**src/rtl/core/qrs_pkg.sv**
```systemverilog
// ----------------------------------------------------------------------------
// qrs_pkg: shared types and constants of the quadratic root solver
// Result kind codes, control word carried along the cell chains, and the
// fixed widths of the result fields.
// ----------------------------------------------------------------------------
package qrs_pkg;

    // width of the signed root fields and of the imaginary magnitude
    localparam int ROOT_W = 48;
    localparam int IMAG_W = 47;

    // kind of solution
    typedef enum logic [2:0] {
        KIND_NONE     = 3'd0,
        KIND_LINEAR   = 3'd1,
        KIND_TWO_REAL = 3'd2,
        KIND_DOUBLE   = 3'd3,
        KIND_COMPLEX  = 3'd4
    } t_kind;

    // control word that travels with every coefficient set
    typedef struct packed {
        logic  vld;
        t_kind kind;
    } t_ctl;

endpackage

```
**src/rtl/core/qrs_sqrt_cell.sv**
```systemverilog
// ----------------------------------------------------------------------------
// qrs_sqrt_cell: one digit of the square root chain
// Brings down the next bit pair of the radicand, tries 4*root+1 against the
// partial remainder and shifts one root bit in.
// ----------------------------------------------------------------------------
module qrs_sqrt_cell import qrs_pkg::*; #(
    parameter int SW  = 33,
    parameter int SBW = 8
) (
    input  logic              i_clk,
    input  logic              i_rst_n,
    input  t_ctl              i_ctl,
    input  logic [2*SW-1:0]   i_rad,
    input  logic [SW+1:0]     i_rem,
    input  logic [SW-1:0]     i_root,
    input  logic [SBW-1:0]    i_side,
    output t_ctl              o_ctl,
    output logic [2*SW-1:0]   o_rad,
    output logic [SW+1:0]     o_rem,
    output logic [SW-1:0]     o_root,
    output logic [SBW-1:0]    o_side
);

    logic [SW+3:0]   n_try, n_trial, n_diff;
    logic            n_fit;
    t_ctl            r_ctl;
    logic [2*SW-1:0] r_rad;
    logic [SW+1:0]   r_rem;
    logic [SW-1:0]   r_root;
    logic [SBW-1:0]  r_side;

    // trial subtract of 4*root+1
    always_comb begin
        n_try   = {i_rem, i_rad[2*SW-1 -: 2]};
        n_trial = {2'b00, i_root, 2'b01};
        n_diff  = n_try - n_trial;
        n_fit   = (n_try >= n_trial);
    end

    always_ff @(posedge i_clk) begin
        if (!i_rst_n)
            r_ctl.vld <= 1'b0;
        else
            r_ctl.vld <= i_ctl.vld;
        r_ctl.kind <= i_ctl.kind;
        r_rad      <= {i_rad[2*SW-3:0], 2'b00};
        r_rem      <= n_fit ? n_diff[SW+1:0] : n_try[SW+1:0];
        r_root     <= {i_root[SW-2:0], n_fit};
        r_side     <= i_side;
    end

    assign o_ctl  = r_ctl;
    assign o_rad  = r_rad;
    assign o_rem  = r_rem;
    assign o_root = r_root;
    assign o_side = r_side;

endmodule

```
**config.mk**
```make
export PLATFORM = sky130hd
export DESIGN_NAME = qrs_sqrt_cell
export DESIGN_NICKNAME = d
export VERILOG_FILES = /design/src/rtl/core/qrs_pkg.sv /design/src/rtl/core/qrs_sqrt_cell.sv
export SDC_FILE = /design/constraint.sdc
export NUM_CORES = 1
export LEC_CHECK = 0
export BUFFER_PORTS_ARGS = -buffer_cell sky130_fd_sc_hd__buf_2
export CORE_MARGIN = 10
export CORE_UTILIZATION = 40
export CTS_CLUSTER_SIZE = 24
export DETAILED_ROUTE_END_ITERATION = 8
export GPL_ROUTABILITY_DRIVEN = 0
export MAX_ROUTING_LAYER = met4
export PLACE_DENSITY = 0.72
export SYNTH_ARGS = -nofsm -noshare
export SYNTH_HDL_FRONTEND = slang
export SYNTH_SLANG_ARGS = --single-unit
export TNS_END_PERCENT = 50
```
**constraint.sdc**
```tcl
create_clock -name i_clk -period 8.8 [get_ports i_clk]
set_clock_uncertainty 0.1 [all_clocks]
set_input_delay 1.76 -clock i_clk [delete_from_list [all_inputs] [get_ports i_clk]]
set_output_delay 1.76 -clock i_clk [all_outputs]
set_load 0.02 [all_outputs]
```
==> results of run 1 <==
final timing paths:
kind | endpoint | slack (ns) | start
max | o_rem[34]$_DFF_P_ | 4.02 | i_root[4]
min | o_rad[29]$_DFF_P_ | 1.34 | i_rad[27]
cells in the final DEF (no fill, tap or decap), drive strengths merged, types with 9 or more instances in the layout:
cell type / count
a21o: 26
a21oi: 30
buf: 292
clkbuf: 19
dfxtp: 144
ha: 35
inv: 47
mux2: 31
nand2: 25
nand3: 9
nor2: 22
o21ai: 13
xnor2: 19
xor2: 14
sequential cells by signal (all words and copies together) (netlist names):
| signal | flops |
|---|---|
| o_side | 8 |
| o_rad | 64 |
| o_root | 33 |
| o_ctl | 4 |
| o_rem | 35 |
per-layer routing:
layer | up-vias | wire length, um | track usage (%)
met5 | - | 0 | -
met4 | 0 | 136 | 4.52
met3 | 15 | 1460 | 6.23
met2 | 180 | 9560 | 33.0
met1 | 2159 | 7030 | 19.5
li1 | 2335 | - | -
final cells by class:
cell class              instances  share of cell area, %
flip-flops and latches        144                   37.4
multi-input cells             299                   31.0
repair buffers                292                   19.0
clock buffers                  19                   5.75
well taps                     176                   2.86
inverters                      41                   2.00
clock inverters                13                   1.93
diodes                          3                 0.0974
logic make-up (layout without fill, tap and decap cells):
| kind of cell | after synthesis | in the layout | share of synthesized area, % |
|---|---|---|---|
| simple gates | 88 | 88 | 7.75 |
| compound gates | 107 | 107 | 13.5 |
| buf+inv | 59 | 365 | 5.16 |
| fa+ha+maj | 35 | 35 | 7.89 |
| mux | 34 | 34 | 8.52 |
| other cells | 1 | 5 | 0.0675 |
| xor+xnor | 33 | 33 | 5.21 |
| flops | 144 | 144 | 51.9 |
Yosys cell counts (2+ instances only):
cell type  count  area share, %
a2111oi_2      2           0.54
a211oi_1       2           0.27
a21o_1        26            3.5
a21oi_1       30            2.7
a311oi_1       2           0.32
a31o_2         3           0.47
a31oi_1        2           0.23
and2_1         2           0.23
and3_1         4           0.45
buf_12         3            1.1
buf_4          2           0.27
clkbuf_1      10           0.68
dfxtp_1      144             52
ha_1          35            7.9
inv_1         41            2.8
mux2_2         6            1.2
mux2_4        25            6.8
mux2i_1        3           0.54
nand2_1       25            1.7
nand2b_1       2           0.23
nand3_1        9           0.81
nand4_1        8           0.90
nor2_1        22            1.5
nor2b_1        4           0.45
nor3_1         2           0.18
nor4_1         2           0.23
o211ai_2       2           0.45
o21a_1         3           0.41
o21ai_0       12            1.1
o21bai_1       3           0.41
o221ai_1       4           0.63
o31a_1         2           0.32
or2_2          2           0.23
or3_1          2           0.23
or4_1          2           0.27
xnor2_1       19            3.0
xor2_1        14            2.2
stage by stage:
| step | hold slack (ns) | instances |
|---|---|---|
| detailed placement | 1.76 | 952 |
| global placement | 1.76 | 952 |
| floorplan | 1.69 | 502 |
| CTS | 1.33 | 984 |
| global route | 1.32 | 987 |
| finish | 1.34 | 987 |
power by group through the flow:
stage / clock network, mW / registers, mW / logic (mW)
2_1_floorplan: 0 / 0.835 / 0.194
3_3_place_gp: 0 / 0.745 / 0.421
3_5_place_dp: 0 / 0.747 / 0.424
4_1_cts: 0.730 / 0.733 / 0.427
5_1_grt: 0.759 / 0.739 / 0.454
6_report: 0.715 / 0.733 / 0.421
==> qor.csv, run 1 <==
metric,value,unit
multi-input logic area,0.00239,mm^2
min setup slack post-route,4.02,ns
root buffer cell,clkbuf_16,
period utilization,54.3,%
# DRC,0,
mean area per synthesized cell,11.1,um^2
"Arr. time, crit path",4.98,ns
GRT Total Usage,18.6,%
vias in the first global route,4731,
Final Cell Area,0.00771,mm^2
Initial DRC Count,202,
CTS sink count,144,
Via Count,4689,
Slew Limit Fails,0,
register share of total power,39.2,%
Comb pwr share,22.5,%
RSZ-0062 raised after global routing,false,
Worst path slowest cell,o211a_2,
switching part of the total,28.9,%
die area,0.0190,mm^2
Clock Power Share,38.3,%
Hold Buf Count CTS,0,
antenna violations before repair,3,
crit end category,flip-flop,
Placed Area,0.00711,mm^2
setup_tns,0,ns
#FFs+latches synth,144,
Place WS,3.56,ns
family with the most delay on the worst path,compound AO/OA/AOI/OAI gates,
Max-cap violations,0,
worst min path class,in -> reg,
Die Ht,138,um
TritonCTS Buffers,17,
detailed placement HPWL,15100,um
hold path cells,1,
DR WL/cell,18.4,um
Leak Pwr,4.03,nW
status,completed,
gr ovfl total,0,
DRT Wirelength,18200,um
power per cell area,242,mW/mm^2
slew margin rel.,49.8,%
Core Rows,42,
Ports,294,
final net count,978,
Fillers,1212,
Power Internal,1.33,mW
H-tree levels,4,
post-layout util,57.5,%
Yosys warning count,0,
synth unique cells,57,
first-pass GRT wire length,26100,um
CP Class,in -> reg,
critical path required time,9.00,ns
clk slew on worst S/H paths,0.06,ns
Least-Margin Pin Slew,0.746,ns
initial core utilization,41.4,%
clock buffer depth,2,
# Post-CTS Setup Buffers,0,
Resized Gates After CTS,0,
Final min period,4.78,ns
sequential element share of the synthesized area,51.9,%
worst path buffer plus inverter count,3,
core area,0.0134,mm^2
Routed Antenna Nets,0,
Reg area,0.00288,mm^2
area delta synth->final,38.8,%
number of I/O port buffers,291,
Die Span X,138,um
Post-Syn Area,0.00555,mm^2
Critical Path Source Type,input pin,
final setup fails,0,
CTS tree,done,
crit path cell chain,buf_2 > inv_1 > ha_1 > o21a_1 > o211ai_2 > a311oi_1 > nor4_2 > a2111oi_2 > o21a_2 > o211a_2 > buf_4 > mux2_2,
Psw,0.540,mW
CP Max Fanout,20,
VDD IR-drop max,133,uV
ys flop type,dfxtp_1,
total chip power,1.87,mW
total stage count of the critical path,12,
"EDFF count, synth",0,
largest net degree at the start of global routing,21,
drt via density,4.75,
DR pass1 iterations,5,
asr flop ratio synth,0,%
FMAX,209,MHz
Final Hold Viols,0,
ratio of cells with drive above 1 in the final layout,45.3,%
slowest cell delay on critical path,0.57,ns
Mapped Cells,501,
No activity file was read; power rests on OpenSTA's default activity.
==> run 2, diff against run 1 <==
==> constraint.sdc (replaced) <==
create_clock -name i_clk -period 4.86 [get_ports i_clk]
set_clock_uncertainty 0.1 [all_clocks]
set_input_delay 0.972 -clock i_clk [delete_from_list [all_inputs] [get_ports i_clk]]
set_output_delay 0.972 -clock i_clk [all_outputs]
set_load 0.02 [all_outputs]
==> run 2 against run 1 <==
Against the previous run:
- cell area rose by 0.42%
- critical path type unchanged
- sequential cell count unchanged
- via count down 0.36%
- sequential share of layout area fell by 0.16 points
- clock-buffer cell count rose by 1
- critical path depth stayed put
==> qor.csv, run 2 (synthesized netlist as in run 1, its figures left out) <==
metric,value,unit,change
status,completed,,
FMAX,270,MHz,
Initial DRC Count,206,,+2.0%
Clock Power Share,38.4,%,about the same
Hold Path Origin,i_rad[0],,
Max Used Layer,met4,,
Core Rows,42,,unchanged
Psw,0.980,mW,+81%
Hold Buf Count CTS,0,,unchanged
family with the most delay on the worst path,compound AO/OA/AOI/OAI gates,,
Die Ht,138,um,unchanged
clk slew on worst S/H paths,0.06,ns,about the same
crit end category,flip-flop,,
post-layout util,57.7,%,+0.24 points
Worst Hold End,o_rad[2]$_DFF_P_,,
"commonest non-fill, non-tap cells in the layout","buf_2, dfxtp_1, inv_1",,
Final min period,3.70,ns,
root buffer cell,clkbuf_16,,
Worst path slowest cell,a2111oi_2,,
worst min path class,in -> reg,,
drt via density,4.72,,-0.66%
DRT Wirelength,18300,um,+0.82%
max reg flops,64,,unchanged
Power Internal,2.42,mW,+82%
ratio of cells with drive above 1 in the final layout,45.4,%,+0.068 points
WL met3,1390,um,-4.3%
H-tree levels,4,,unchanged
Die Span X,138,um,unchanged
CP Class,in -> reg,,
VDD IR-drop max,249,uV,+88%
clock buffer depth,2,,unchanged
Slew Limit Fails,0,,unchanged
setup_tns,0,ns,unchanged
final setup fails,0,,unchanged
number of I/O port buffers,291,,unchanged
# DRC,0,,unchanged
register share of total power,39.0,%,-0.2 points
Via Count,4672,,-0.36%
DR WL/cell,18.5,um,+0.51%
CP Max Fanout,11,,-45%
vias in the first global route,4775,,+0.93%
power per cell area,440,mW/mm^2,+81%
Resized Gates After CTS,0,,unchanged
M1 WL,6930,um,-1.3%
Comb pwr share,22.6,%,about the same
gr ovfl total,0,,unchanged
Max-cap violations,0,,unchanged
period utilization,76.1,%,
slowest cell delay on critical path,0.42,ns,-0.15 ns
area delta synth->final,39.4,%,
Ports,294,,unchanged
TritonCTS Buffers,17,,unchanged
switching part of the total,28.8,%,-0.12 points
"commonest non-fill, non-tap cell in the layout",buf_2,,
antenna violations before repair,5,,+2
largest net degree at the start of global routing,17,,-19%
"Arr. time, crit path",3.90,ns,-1.08 ns
Routed Antenna Nets,0,,unchanged
initial core utilization,41.4,%,unchanged
Final Hold Viols,0,,unchanged
total chip power,3.40,mW,+82%
CTS tree,done,,
Leak Pwr,4.04,nW,+0.24%
Critical Path Source Type,input pin,,
GRT Total Usage,19.0,%,+0.34 points
Met2 Routed Length,9880,um,+3.3%
first-pass GRT wire length,26500,um,+1.4%
critical path required time,5.07,ns,-3.93 ns
# Post-CTS Setup Buffers,0,,unchanged
CTS sink count,144,,unchanged
crit path cell chain,buf_2 > inv_1 > ha_1 > o21a_1 > o211ai_2 > a311oi_1 > nor4_2 > a2111oi_2 > o21a_2 > o211a_2 > buf_4 > mux2_4,,
Least-Margin Pin Slew,0.770,ns,+0.0238 ns
"number of placed instances, taps included",953,,+0.11%
slew margin rel.,48.2,%,-1.6 points
DR pass1 iterations,5,,unchanged
final net count,979,,+0.10%
Layout Cells excl Fill,990,,+0.30%
core area,0.0134,mm^2,unchanged
RSZ-0062 raised after global routing,false,,
die area,0.0190,mm^2,unchanged
detailed placement HPWL,15300,um,+1.1%
worst path buffer plus inverter count,3,,unchanged
hold path cells,1,,unchanged
-- run 2: worst max-delay path by stage --
stage	slack [ns]	endpoint	from	cells past startpoint
after CTS	1.17	o_rem[19]$_DFF_P_	i_root[4]	12
final	1.16	o_rem[19]$_DFF_P_	i_root[4]	12
after detailed placement	0.73	o_rem[19]$_DFF_P_	i_root[4]	12
after floorplan	1.34	o_rem[10]$_DFF_P_	i_root[4]	12
after global routing	0.99	o_rem[19]$_DFF_P_	i_root[4]	12
after global placement	0.82	o_rem[21]$_DFF_P_	i_root[4]	12
-- run 2: through the flow --
| stage | hold slack (ns) | setup WS (ns) | instance area (um^2) |
|---|---|---|---|
| detailed placement | 0.976 | 0.727 | 7130 |
| global route | 0.530 | 0.986 | 7740 |
| floorplan | 0.900 | 1.34 | 5560 |
| finish | 0.549 | 1.16 | 7740 |
| global placement | 0.974 | 0.818 | 7130 |
| CTS | 0.528 | 1.17 | 7730 |
-- run 2: final cells by class --
class | count | area, um^2
Fill cell | 1197 | 5660
Multi-Input combinational cell | 299 | 2390
Clock inverter | 12 | 143
Clock buffer | 20 | 457
Timing Repair Buffer | 293 | 1480
Inverter | 41 | 154
Sequential cell | 144 | 2880
Tap cell | 176 | 220
Antenna cell | 5 | 12.5
-- run 2: power by group through the flow --
stage                     logic (mW)  clock network (mW)  registers, mW
after floorplan                0.352                   0           1.51
after global placement         0.766                   0           1.35
after detailed placement       0.773                   0           1.35
after CTS                      0.778                1.35           1.33
after global routing           0.829                1.39           1.34
final                          0.768                1.31           1.33
-- run 2: per-layer routing --
metal / GRT usage [%] / up-vias
met5: - / -
met4: 5.74 / 0
met3: 6.05 / 10
met2: 34.3 / 184
met1: 19.1 / 2140
li1: - / 2338
==> run 3, diff against run 2 <==
==> constraint.sdc (replaced) <==
create_clock -name i_clk -period 3.7 [get_ports i_clk]
set_clock_uncertainty 0.1 [all_clocks]
set_input_delay 0.74 -clock i_clk [delete_from_list [all_inputs] [get_ports i_clk]]
set_output_delay 0.74 -clock i_clk [all_outputs]
set_load 0.02 [all_outputs]
==> run 3 against run 2 <==
Against the previous run:
- global-route usage down 0.11 points
- hold slack worse by 0.23 ns
- sequential cell count did not move
- largest cell class unchanged
- sequential share of layout area barely moved
- largest power group unchanged
- die area is the same
- power up 26%
==> qor.csv, run 3 (synthesized netlist as in run 1, its figures left out) <==
metric,value,unit,change
hold path cells,1,,unchanged
status,completed,,
gr ovfl total,0,,unchanged
Fillers,1204,,+0.58%
area delta synth->final,39.5,%,about the same
clk slew on worst S/H paths,0.06,ns,about the same
clock buffer depth,2,,unchanged
DR WL/cell,18.4,um,-0.61%
slew margin rel.,59.9,%,+12 points
root buffer cell,clkbuf_16,,
CTS sink count,144,,unchanged
final setup fails,0,,unchanged
Core Rows,42,,unchanged
met1 global-route usage,19.6,%,+0.55 points
Hold Buf Count CTS,0,,unchanged
Leak Pwr,4.05,nW,+0.12%
largest net degree at the start of global routing,21,,+4
Die Span X,138,um,unchanged
"commonest non-fill, non-tap cells in the layout","buf_2, dfxtp_1, inv_1",,
Via Count,4682,,+0.21%
Max-cap violations,0,,unchanged
critical path required time,3.90,ns,-1.17 ns
# DRC,0,,unchanged
setup_tns,0,ns,unchanged
Final min period,3.13,ns,
FMAX,319,MHz,
vias in the first global route,4798,,+0.48%
RSZ-0062 raised after global routing,false,,
Place WS,0.119,ns,-0.608 ns
GRT Total Usage,18.8,%,-0.11 points
"number of placed instances, taps included",963,,+1.0%
Layout Cells excl Fill,997,,+0.71%
DRT Wirelength,18300,um,about the same
core area,0.0134,mm^2,unchanged
Final Hold Viols,0,,unchanged
Critical Path Source Type,input pin,,
"commonest non-fill, non-tap cell in the layout",buf_2,,
CP Max Fanout,20,,+9
Resized Gates After CTS,0,,unchanged
power per cell area,553,mW/mm^2,+26%
VDD IR-drop max,296,uV,+19%
met2 GRT Util,33.7,%,-0.61 points
Initial DRC Count,204,,-0.97%
number of I/O port buffers,291,,unchanged
period utilization,84.7,%,
first-pass GRT wire length,26500,um,+0.16%
grt met3 use,6.26,%,+0.22 points
Die Ht,138,um,unchanged
TritonCTS Buffers,17,,unchanged
Routed Antenna Nets,0,,unchanged
Least-Margin Pin Slew,0.596,ns,-0.174 ns
CP Class,in -> reg,,
total chip power,4.28,mW,+26%
drt via density,4.70,,-0.49%
CTS tree,done,,
H-tree levels,4,,unchanged
"Arr. time, crit path",3.33,ns,-0.57 ns
antenna violations before repair,3,,-2
max reg flops,64,,unchanged
ratio of cells with drive above 1 in the final layout,45.9,%,+0.53 points
initial core utilization,41.4,%,unchanged
Ports,294,,unchanged
detailed placement HPWL,15300,um,+0.21%
Slew Limit Fails,0,,unchanged
worst min path class,in -> reg,,
final net count,989,,+1.0%
# Post-CTS Setup Buffers,0,,unchanged
crit end category,flip-flop,,
worst hold slack,0.324,ns,-0.225 ns
die area,0.0190,mm^2,unchanged
DR pass1 iterations,4,,-1
most used routing layer,met2,,
min setup slack post-route,0.567,ns,-0.595 ns
==> run 3: worst paths after layout <==
path / slack (ns) / from / to
max: 0.57 / i_root[4] / o_rem[3]$_DFF_P_
min: 0.32 / i_side[6] / o_side[6]$_DFF_P_
==> run 3: critical path, stage by stage <==
cell and delay [ns]:
buf_2 0.08, inv_1 0.03, ha_1 0.37, o21a_1 0.17
o211ai_2 0.08, a311oi_1 0.31, nor4_2 0.11, a2111oi_2 0.41
o21a_2 0.22, o211a_2 0.25, buf_12 0.20, mux2_2 0.35
==> run 3: power breakdown <==
part,leakage [nW],switching (mW),internal (mW)
Combinational,2.59,0.582,0.445
Clock,0.245,0.659,0.851
Sequential,1.21,0.0331,1.71
==> run 3: per-stage QoR <==
step | instance area [um^2] | utilization, %
6_report | 7740 | 57.8
5_1_grt | 7740 | 57.8
4_1_cts | 7730 | 57.7
3_5_place_dp | 7210 | 53.8
3_3_place_gp | 7210 | 53.8
2_1_floorplan | 5560 | -
==> run 3: per-layer routing <==
layer,part of all wire [%],routed length (um)
met1,39,7110
met3,8.4,1530
met4,0.74,136
met2,52,9570
met5,0,0
==> run 3: layout make-up <==
class	instances	area, um^2	share of cell area [%]
Sequential cell	144	2880	37.2
Clock inverter	12	88.8	1.15
Clock buffer	18	429	5.54
Antenna cell	4	10.0	0.129
Inverter	41	154	1.99
Tap cell	176	220	2.84
Timing Repair Buffer	303	1570	20.3
Multi-Input combinational cell	299	2390	30.8
